### config.mk
export PLATFORM = sky130hd
export DESIGN_NAME = event_listener_match_table_unit
export DESIGN_NICKNAME = d
export VERILOG_FILES = /design/src/design/elmt_pkg.sv /design/src/design/event_listener_match_table_unit.sv /design/src/design/elmt_ram.sv /design/src/design/elmt_seq.sv
export SDC_FILE = /design/constraint.sdc
export NUM_CORES = 1
export LEC_CHECK = 0
export BUFFER_PORTS_ARGS = -buffer_cell sky130_fd_sc_hd__buf_2
export CAP_MARGIN = 20
export CORE_ASPECT_RATIO = 1.2
export CORE_UTILIZATION = 45
export DETAILED_ROUTE_END_ITERATION = 8
export GPL_TIMING_DRIVEN = 0
export PLACE_DENSITY = 0.72
export SLEW_MARGIN = 0
export SYNTH_ARGS = -nofsm -noshare
export SYNTH_HDL_FRONTEND = slang
export SYNTH_SLANG_ARGS = --single-unit
### constraint.sdc
create_clock -name clock -period 5.2 [get_ports clock]
set_input_delay 1.04 -clock clock [delete_from_list [all_inputs] [get_ports clock]]
set_output_delay 1.04 -clock clock [all_outputs]
set_load 0.05 [all_outputs]
### src/design/elmt_pkg.sv
// ----------------------------------------------------------------------------
// elmt_pkg
// Shared types and constants of the listener match table: action and status
// codes, sequencer states and the packed layout of one table entry.
// ----------------------------------------------------------------------------
`default_nettype none

package elmt_pkg;

   // default number of table entries
   localparam int unsigned DEFAULT_TABLE_DEPTH = 16;

   // request actions
   typedef enum logic [1:0] {
      ACT_CONNECT    = 2'd0,
      ACT_TAKE       = 2'd1,
      ACT_DISCONNECT = 2'd2
   } action_type;

   // response status codes
   typedef enum logic [1:0] {
      ST_DONE = 2'd0,
      ST_MISS = 2'd1,
      ST_FULL = 2'd2
   } status_type;

   // sequencer states
   typedef enum logic [2:0] {
      S_IDLE,
      S_CONNECT,
      S_SCAN,
      S_SHIFT,
      S_DONE
   } state_type;

   // one listener entry as stored in the table memory
   typedef struct packed {
      logic [31:0] resource;
      logic [7:0]  thread;
      logic [7:0]  mask;
   } entry_type;

   // request handed from the port side to the sequencer
   typedef struct packed {
      action_type action;
      entry_type  entry;
   } req_type;

   // result handed from the sequencer to the output register
   typedef struct packed {
      status_type  status;
      logic [7:0]  thread;
   } rsp_type;

endpackage

`default_nettype wire

### src/design/event_listener_match_table_unit.sv
// ----------------------------------------------------------------------------
// event_listener_match_table_unit
// Ordered table of waiting listeners with connect, take and disconnect.
// ----------------------------------------------------------------------------
// The request channel (req_) carries one transaction per operation: the
// action in req_tuser and resource, thread and mask in req_tdata. Each
// transaction yields exactly one response transaction on rsp_ with status
// and the taken thread.
// A connect appends at the tail and answers full on a full table.
// A take or disconnect scans the table one entry a cycle through a single
// compare unit and, after a hit, moves the younger entries down one place a
// cycle, both through the one read port of the table memory.
// The next request is accepted in the cycle after the response is loaded,
// when the sequencer is back in idle.
// One transaction is in work at a time; req_tready is high only while the
// sequencer is idle.
// A finished response sits in an output register, so the next request is
// taken while rsp_tready is low; a further result then waits in the
// sequencer until that register frees up.
// Synchronous reset empties the table at once; no clearing pass is needed.
// ----------------------------------------------------------------------------
`default_nettype none

module event_listener_match_table_unit #(
   parameter int unsigned TABLE_DEPTH = elmt_pkg::DEFAULT_TABLE_DEPTH
) (
   input  wire logic        clock,
   input  wire logic        reset,
   // request stream
   input  wire logic        req_tvalid,
   output logic             req_tready,
   input  wire logic [47:0] req_tdata,   // resource_handle[31:0], thread_id[39:32],
                                          // event_mask[47:40]
   input  wire logic [1:0]  req_tuser,   // action[1:0]
   // response stream
   output logic             rsp_tvalid,
   input  wire logic        rsp_tready,
   output logic [15:0]      rsp_tdata    // status[1:0], taken_thread[9:2], zero[15:10]
);

   import elmt_pkg::*;

   localparam int unsigned IW = $clog2(TABLE_DEPTH);

   req_type             req;
   rsp_type             seq_rsp;
   logic                seq_idle;
   logic                seq_done;
   logic                out_free;
   logic                ram_we;
   logic [IW-1:0]       ram_waddr;
   entry_type           ram_wdata;
   logic                ram_re;
   logic [IW-1:0]       ram_raddr;
   entry_type           ram_rdata;
   logic                rsp_valid_ff, rsp_valid_in;
   rsp_type             rsp_data_ff, rsp_data_in;

   // unpack the request transaction
   always_comb begin
      req.action         = action_type'(req_tuser);
      req.entry.resource = req_tdata[31:0];
      req.entry.thread   = req_tdata[39:32];
      req.entry.mask     = req_tdata[47:40];
   end

   assign req_tready = seq_idle;
   assign out_free   = !rsp_valid_ff || rsp_tready;

   elmt_seq #(
      .TABLE_DEPTH (TABLE_DEPTH)
   ) u_seq (
      .clock     (clock),
      .reset     (reset),
      .start     (req_tvalid && req_tready),
      .req       (req),
      .idle      (seq_idle),
      .out_free  (out_free),
      .done      (seq_done),
      .rsp       (seq_rsp),
      .ram_we    (ram_we),
      .ram_waddr (ram_waddr),
      .ram_wdata (ram_wdata),
      .ram_re    (ram_re),
      .ram_raddr (ram_raddr),
      .ram_rdata (ram_rdata)
   );

   elmt_ram #(
      .WIDTH ($bits(entry_type)),
      .DEPTH (TABLE_DEPTH)
   ) u_ram (
      .clock   (clock),
      .wr_en   (ram_we),
      .wr_addr (ram_waddr),
      .wr_data (ram_wdata),
      .rd_en   (ram_re),
      .rd_addr (ram_raddr),
      .rd_data (ram_rdata)
   );

   // output register next value
   always_comb begin
      rsp_valid_in = rsp_valid_ff;
      rsp_data_in  = rsp_data_ff;
      if (seq_done) begin
         rsp_valid_in = 1'b1;
         rsp_data_in  = seq_rsp;
      end else if (rsp_tready) begin
         rsp_valid_in = 1'b0;
      end
   end

   // output register
   always_ff @(posedge clock) begin
      if (reset) begin
         rsp_valid_ff <= 1'b0;
      end else begin
         rsp_valid_ff <= rsp_valid_in;
      end
      rsp_data_ff <= rsp_data_in;
   end

   assign rsp_tvalid = rsp_valid_ff;
   assign rsp_tdata  = {6'b0, rsp_data_ff.thread, rsp_data_ff.status};

endmodule

`default_nettype wire

### src/design/elmt_ram.sv
// ----------------------------------------------------------------------------
// elmt_ram
// Generic single-write, single-read memory with a registered read port.
// ----------------------------------------------------------------------------
`default_nettype none

module elmt_ram #(
   parameter int unsigned WIDTH = 48,
   parameter int unsigned DEPTH = 16
) (
   input  wire logic                     clock,
   input  wire logic                     wr_en,
   input  wire logic [$clog2(DEPTH)-1:0] wr_addr,
   input  wire logic [WIDTH-1:0]         wr_data,
   input  wire logic                     rd_en,
   input  wire logic [$clog2(DEPTH)-1:0] rd_addr,
   output logic      [WIDTH-1:0]         rd_data
);

   logic [WIDTH-1:0] mem_ff [DEPTH];
   logic [WIDTH-1:0] rd_data_ff;

   // write port and registered read port
   always_ff @(posedge clock) begin
      if (wr_en) begin
         mem_ff[wr_addr] <= wr_data;
      end
      if (rd_en) begin
         rd_data_ff <= mem_ff[rd_addr];
      end
   end

   assign rd_data = rd_data_ff;

endmodule

`default_nettype wire

### src/design/elmt_seq.sv
// ----------------------------------------------------------------------------
// elmt_seq
// Sequencer of the listener match table: appends entries, scans the table
// one entry a cycle through a single compare unit and closes the gap after
// a removal by moving younger entries down one place a cycle.
// ----------------------------------------------------------------------------
`default_nettype none

module elmt_seq #(
   parameter int unsigned TABLE_DEPTH = elmt_pkg::DEFAULT_TABLE_DEPTH
) (
   input  wire logic                           clock,
   input  wire logic                           reset,
   // request side
   input  wire logic                           start,
   input  wire elmt_pkg::req_type              req,
   output logic                                idle,
   // result side
   input  wire logic                           out_free,
   output logic                                done,
   output elmt_pkg::rsp_type                   rsp,
   // table memory
   output logic                                ram_we,
   output logic [$clog2(TABLE_DEPTH)-1:0]      ram_waddr,
   output elmt_pkg::entry_type                 ram_wdata,
   output logic                                ram_re,
   output logic [$clog2(TABLE_DEPTH)-1:0]      ram_raddr,
   input  wire elmt_pkg::entry_type            ram_rdata
);

   import elmt_pkg::*;

   localparam int unsigned IW = $clog2(TABLE_DEPTH);
   localparam int unsigned CW = $clog2(TABLE_DEPTH + 1);
   localparam logic [CW-1:0] DEPTH_CNT = CW'(TABLE_DEPTH);

   state_type        state_ff, state_in;
   logic [CW-1:0]    count_ff, count_in;
   req_type          req_ff, req_in;
   logic [CW-1:0]    scan_ff, scan_in;
   logic             rd_pend_ff, rd_pend_in;
   logic [IW-1:0]    rd_idx_ff, rd_idx_in;
   rsp_type          rsp_ff, rsp_in;

   logic             res_eq;
   logic             key_ok;
   logic             hit;
   logic             issue;

   // shared compare unit on the entry just read
   always_comb begin
      res_eq = (ram_rdata.resource == req_ff.entry.resource);
      if (req_ff.action == ACT_TAKE) begin
         key_ok = |(ram_rdata.mask & req_ff.entry.mask);
      end else begin
         key_ok = (ram_rdata.thread == req_ff.entry.thread);
      end
      hit   = rd_pend_ff && res_eq && key_ok;
      issue = (scan_ff < count_ff);
   end

   // state and datapath registers
   always_ff @(posedge clock) begin
      if (reset) begin
         state_ff   <= S_IDLE;
         count_ff   <= '0;
         rd_pend_ff <= 1'b0;
      end else begin
         state_ff   <= state_in;
         count_ff   <= count_in;
         rd_pend_ff <= rd_pend_in;
      end
      req_ff    <= req_in;
      scan_ff   <= scan_in;
      rd_idx_ff <= rd_idx_in;
      rsp_ff    <= rsp_in;
   end

   // next state and memory control
   always_comb begin
      state_in   = state_ff;
      count_in   = count_ff;
      req_in     = req_ff;
      scan_in    = scan_ff;
      rd_pend_in = 1'b0;
      rd_idx_in  = rd_idx_ff;
      rsp_in     = rsp_ff;
      ram_we     = 1'b0;
      ram_waddr  = count_ff[IW-1:0];
      ram_wdata  = req_ff.entry;
      ram_re     = 1'b0;
      ram_raddr  = scan_ff[IW-1:0];
      done       = 1'b0;

      unique case (state_ff)
         S_IDLE: begin
            if (start) begin
               req_in        = req;
               scan_in       = '0;
               rsp_in.status = ST_MISS;
               rsp_in.thread = '0;
               unique case (req.action) inside
                  ACT_CONNECT:                 state_in = S_CONNECT;
                  ACT_TAKE, ACT_DISCONNECT:    state_in = S_SCAN;
                  default:                     state_in = S_DONE;
               endcase
            end
         end

         S_CONNECT: begin
            // append at the tail unless full
            if (count_ff == DEPTH_CNT) begin
               rsp_in.status = ST_FULL;
            end else begin
               ram_we        = 1'b1;
               count_in      = count_ff + 1'b1;
               rsp_in.status = ST_DONE;
            end
            state_in = S_DONE;
         end

         S_SCAN: begin
            // compare the entry read last cycle, read the next one
            if (hit) begin
               rsp_in.status = ST_DONE;
               rsp_in.thread = (req_ff.action == ACT_TAKE) ? ram_rdata.thread : '0;
               state_in      = S_SHIFT;
            end else if (!rd_pend_ff && !issue) begin
               state_in = S_DONE;
            end
            if (issue) begin
               ram_re     = 1'b1;
               rd_pend_in = 1'b1;
               rd_idx_in  = scan_ff[IW-1:0];
               scan_in    = scan_ff + 1'b1;
            end
         end

         S_SHIFT: begin
            // move each younger entry down one place
            if (rd_pend_ff) begin
               ram_we    = 1'b1;
               ram_waddr = rd_idx_ff - 1'b1;
               ram_wdata = ram_rdata;
            end
            if (issue) begin
               ram_re     = 1'b1;
               rd_pend_in = 1'b1;
               rd_idx_in  = scan_ff[IW-1:0];
               scan_in    = scan_ff + 1'b1;
            end else if (!rd_pend_ff) begin
               count_in = count_ff - 1'b1;
               state_in = S_DONE;
            end
         end

         S_DONE: begin
            // hand the result over once the output register is free
            if (out_free) begin
               done     = 1'b1;
               state_in = S_IDLE;
            end
         end

         default: begin
            state_in = S_IDLE;
         end
      endcase
   end

   assign idle = (state_ff == S_IDLE);
   assign rsp  = rsp_ff;

   // entry count stays within the table
   a_count_range: assert property (@(posedge clock) disable iff (reset)
      count_ff <= DEPTH_CNT)
      else $error("entry count beyond table depth");

   // compaction never writes below the first entry
   a_shift_addr: assert property (@(posedge clock) disable iff (reset)
      (state_ff == S_SHIFT && ram_we) |-> rd_idx_ff != '0)
      else $error("compaction write below entry zero");

   // end of compaction drops exactly one entry
   a_shift_count: assert property (@(posedge clock) disable iff (reset)
      (state_ff == S_SHIFT && !rd_pend_ff && !issue) |=>
         count_ff == $past(count_ff) - 1'b1)
      else $error("compaction did not remove one entry");

   // a result leaves only into a free output register and the block returns idle
   a_done_idle: assert property (@(posedge clock) disable iff (reset)
      done |-> out_free ##1 state_ff == S_IDLE)
      else $error("result handoff out of order");

endmodule

`default_nettype wire
==> flow_summary.rst <==
.. list-table::
   :header-rows: 1

   * - Metric
     - Value
   * - Minimum clock period after layout
     - between 3000 and 4000 ps
   * - Type of origin of the critical path
     - register
   * - Max frequency
     - approximately 290 MHz
   * - Clock transition at the register clock pins on the worst setup and hold paths after CTS
     - roughly 70 ps
   * - Initial cell density of the core
     - 0.457
   * - Reg2Reg Launch Point
     - u_seq.req_ff[21]$_DFFE_PP_
   * - Number of clock sinks
     - around 910
   * - Share of Yosys cell area claimed by the top area cell type
     - 0.768
   * - Post-CTS setup buffer count
     - 0
   * - Final non-filler cell area
     - ~40000 sq um
   * - Static Leak
     - 12.5 nW
   * - Combined flip-flop and latch cell area
     - ~27000 sq um
   * - Cell taking the most area after synthesis
     - sky130_fd_sc_hd__edfxtp_1
   * - Instance count of the mapped netlist
     - around 1500
   * - Final period utilization
     - 0.672
   * - Die height
     - roughly 300 microns
   * - Launch point of the worst path
     - u_seq.req_ff[21]$_DFFE_PP_
   * - Warnings, synthesis
     - 0
   * - Violation count after the first detailed-routing iteration
     - just over 2000
   * - Worst min-delay path class
     - register to register
   * - Fin. max-slew vios
     - 0
   * - Post_cts resized
     - 0
   * - Global-route usage over all layers
     - 0.205
   * - Port-buffer cells
     - 64
   * - Die boundary width
     - between 200 and 300 microns
   * - Number of hold violations in the final report
     - 0
   * - Via Count
     - roughly 16000
   * - Core Region
     - between 70000 and 80000 sq um
   * - Final routed DRC violation total
     - 0
   * - Clock latency on the worst-skew pair
     - ~650 ps
   * - Fin Hold WS
     - around 420 ps
   * - Endpoint of the most critical setup path
     - u_seq.rsp[2]$_SDFFCE_PN0P_
   * - Net total in the final layout
     - about 1700
   * - Global-route wire length before repair
     - roughly 110000 microns
   * - Via-to-Cell Ratio
     - between 5 and 6
   * - Antenna violations before repair
     - 0
   * - Die area
     - a little under 80000 sq um
   * - Total grt overflow
     - 0
   * - Top Ports
     - 72
   * - Number of detailed-route iterations in the first pass
     - 5
   * - R2R Path End
     - u_seq.rsp[2]$_SDFFCE_PN0P_
   * - Critical path required time
     - 5460 ps
   * - Unrepaired setup endpoints after global routing
     - no
   * - Post-cts hold buffer count
     - 0
   * - Fill cell count
     - between 5000 and 6000
   * - Half-perimeter wire length after placement
     - approximately 48000 microns
   * - Via count of the first global-routing pass
     - 16747
   * - Synth Cell Area
     - ~35000 sq um
   * - Endpoint type of the worst setup path
     - register
   * - Share of synthesized flip-flops with an asynchronous set or reset
     - 0
   * - Worst setup skew after layout
     - about 33 ps
   * - Slew at the pin with the worst max-slew slack
     - between 1000 and 1500 ps
   * - Total power draw
     - 18.5 mW
   * - Number of enable flip-flop cells after synthesis
     - roughly 900
   * - Wire length per cell
     - 28.8 microns
   * - Final setup violation count
     - 0
   * - Maximum count of clock buffers along a single path
     - 3
   * - Post-place instance area
     - about 38000 sq um
   * - Pwr/cell area
     - between 400 and 500 nW/um^2
   * - Area of the multi-input gates
     - approximately 7500 sq um
   * - Largest fanout of any net on the critical path
     - 8
   * - # diodes
     - 0
   * - WP data arrival
     - roughly 3800 ps
   * - H-tree levels
     - 3
   * - Slew headroom
     - 0.262
   * - Number of maximum-capacitance constraint violations
     - 0
   * - Worst IR drop on VDD
     - about 0.23 mV
   * - Proportion of layout cells with a drive suffix above 1
     - 0.303
   * - Root buf cell
     - sky130_fd_sc_hd__clkbuf_16
   * - Gpl congestion
     - approximately 0.77
   * - Ranking of synthesized cells by area
     - sky130_fd_sc_hd__edfxtp_1 (77%), sky130_fd_sc_hd__mux4_2 (14%), sky130_fd_sc_hd__mux4_1 (2.0%)
   * - TritonCTS clock tree
     - done
   * - Total detailed-routing wirelength
     - between 70000 and 80000 microns
   * - R2R Setup Slk
     - between 1500 and 2000 ps
   * - Outcome
     - complete, no violations
   * - Antenna-violating nets left
     - 0
   * - Number of clock buffers inserted by TritonCTS
     - slightly above 80
   * - Number of synthesized register bits
     - about 910
   * - Sequential element share of the synthesized area
     - 0.774
   * - Worst R2R Path Depth
     - 5
   * - Maximum number of pins on one net before global-route repair
     - 33
   * - Count of distinct cell types in the synthesized netlist
     - between 40 and 50
   * - Average footprint of a synthesized cell
     - 23.6 sq um
   * - Number of cells on the worst hold path
     - 0
   * - Critical path class
     - register to register
   * - Area growth syn-to-layout
     - 14.5%
   * - Post-synth top flop
     - sky130_fd_sc_hd__edfxtp_1
   * - Number of rows created at floorplan
     - between 100 and 150
[power by group]
group	total, mW	internal [mW]	switching [mW]
Sequential	8.92	8.73	0.185
Combinational	3.76	1.71	2.05
Clock	5.82	3.24	2.58
Total	18.5	13.7	4.81
[cells in the mapped netlist (3+ instances only)]
cell,instances
sky130_fd_sc_hd__nand2b_1,5
sky130_fd_sc_hd__a211oi_1,4
sky130_fd_sc_hd__inv_1,16
sky130_fd_sc_hd__mux4_1,26
sky130_fd_sc_hd__nor2_1,30
sky130_fd_sc_hd__nor4_1,3
sky130_fd_sc_hd__clkbuf_1,34
sky130_fd_sc_hd__buf_2,7
sky130_fd_sc_hd__edfxtp_1,895
sky130_fd_sc_hd__buf_1,5
sky130_fd_sc_hd__ha_1,11
sky130_fd_sc_hd__mux2_2,48
sky130_fd_sc_hd__a21oi_1,10
sky130_fd_sc_hd__nand2_1,15
sky130_fd_sc_hd__o21ai_0,9
sky130_fd_sc_hd__nor2b_1,5
sky130_fd_sc_hd__nand3_1,5
sky130_fd_sc_hd__mux4_2,214
sky130_fd_sc_hd__xor2_1,3
sky130_fd_sc_hd__buf_4,6
sky130_fd_sc_hd__nand4_1,10
sky130_fd_sc_hd__nor3_1,7
sky130_fd_sc_hd__and2_1,9
sky130_fd_sc_hd__a21o_1,3
sky130_fd_sc_hd__dfxtp_1,10
sky130_fd_sc_hd__xnor2_1,48
sky130_fd_sc_hd__buf_6,17
[routing by layer]
layer	share of wire	track usage
met1	0.38	0.270
met2	0.50	0.345
met3	0.081	0.0329
met4	0.032	0.0753
met5	0	0
[cell families (layout without fill, tap and decap cells)]
group,Yosys count,after routing,share of synthesized area
DFF,905,905,0.774
muxes,290,290,0.173
xor gates and xnor gates,51,51,0.0128
other,1,6,0.000107
and+or+nand+nor,96,96,0.0137
AOI/OAI and AO/OA,39,39,0.00740
adders and majority gates,12,12,0.00450
buffers and inverters,87,338,0.0147
[critical path, stage by stage, from the launching register on]
cell                       delay, ps
sky130_fd_sc_hd__edfxtp_1        440
sky130_fd_sc_hd__xnor2_1         670
sky130_fd_sc_hd__nand4_1         190
sky130_fd_sc_hd__nor4_1          540
sky130_fd_sc_hd__nand4_1         410
sky130_fd_sc_hd__o21ai_1         850
[cell type report]
class / instances / share of cell area
flip-flops and latches: 905 / 0.675
plain buffers: 71 / 0.0113
multi-input cells: 494 / 0.188
repair buffers: 104 / 0.0284
well taps: 1017 / 0.0317
clock buffers: 103 / 0.0547
inverters: 16 / 0.00156
clock inverters: 44 / 0.00855
[metrics by stage]
| stage | std cells | worst slack [ps] | util | TNS (ps) |
|---|---|---|---|---|
| after detailed placement | 2605 | 1700 | 0.489 | 0 |
| after global routing | 2754 | 1720 | 0.523 | 0 |
| after floorplan | 1486 | 1560 | - | 0 |
| after global placement | 2567 | -1720 | 0.478 | -1167280 |
| final | 2754 | 1700 | 0.523 | 0 |
| after CTS | 2752 | 1690 | 0.523 | 0 |
[how the worst min path moves through the flow]
stage,slack [ps],end,startpoint
6_report,420,rsp_tdata[5]$_DFFE_PP_,u_seq.rsp[3]$_SDFFCE_PN0P_
5_1_grt,420,rsp_tdata[4]$_DFFE_PP_,u_seq.rsp[2]$_SDFFCE_PN0P_
4_1_cts,420,rsp_tdata[5]$_DFFE_PP_,u_seq.rsp[3]$_SDFFCE_PN0P_
3_5_place_dp,400,rsp_tdata[5]$_DFFE_PP_,u_seq.rsp[3]$_SDFFCE_PN0P_
3_3_place_gp,400,rsp_tdata[0]$_DFFE_PP_,u_seq.rsp[8]$_DFFE_PP_
2_1_floorplan,400,rsp_tdata[0]$_DFFE_PP_,u_seq.rsp[8]$_DFFE_PP_
[flip-flops by register name, summed over array words and instances, names as in the netlist]
register and cells:
u_seq.scan_ff 5, rsp_tvalid 1, u_seq.rsp 10, u_seq.state_ff 3, u_ram.mem_ff 768, u_seq.count_ff 5, rsp_tdata 10, u_seq.req_ff 50
u_seq.rd_idx_ff 4, u_seq.rd_pend_ff 1, u_ram.rd_data 48
[cell usage in the layout (no fill, tap or decap), types with 11 or more instances in the layout]
cell and instances:
sky130_fd_sc_hd__mux4_1 26, sky130_fd_sc_hd__buf_12 32, sky130_fd_sc_hd__inv_1 14, sky130_fd_sc_hd__clkbuf_16 85, sky130_fd_sc_hd__mux2_2 48, sky130_fd_sc_hd__clkbuf_1 52, sky130_fd_sc_hd__buf_6 17, sky130_fd_sc_hd__buf_2 71
sky130_fd_sc_hd__clkinv_2 11, sky130_fd_sc_hd__nor2_4 16, sky130_fd_sc_hd__ha_1 11, sky130_fd_sc_hd__nand2_1 15, sky130_fd_sc_hd__clkinv_1 21, sky130_fd_sc_hd__mux4_2 214, sky130_fd_sc_hd__xnor2_1 48, sky130_fd_sc_hd__nor2_1 14
sky130_fd_sc_hd__edfxtp_1 895
No activity file was read; power rests on OpenSTA's default activity.
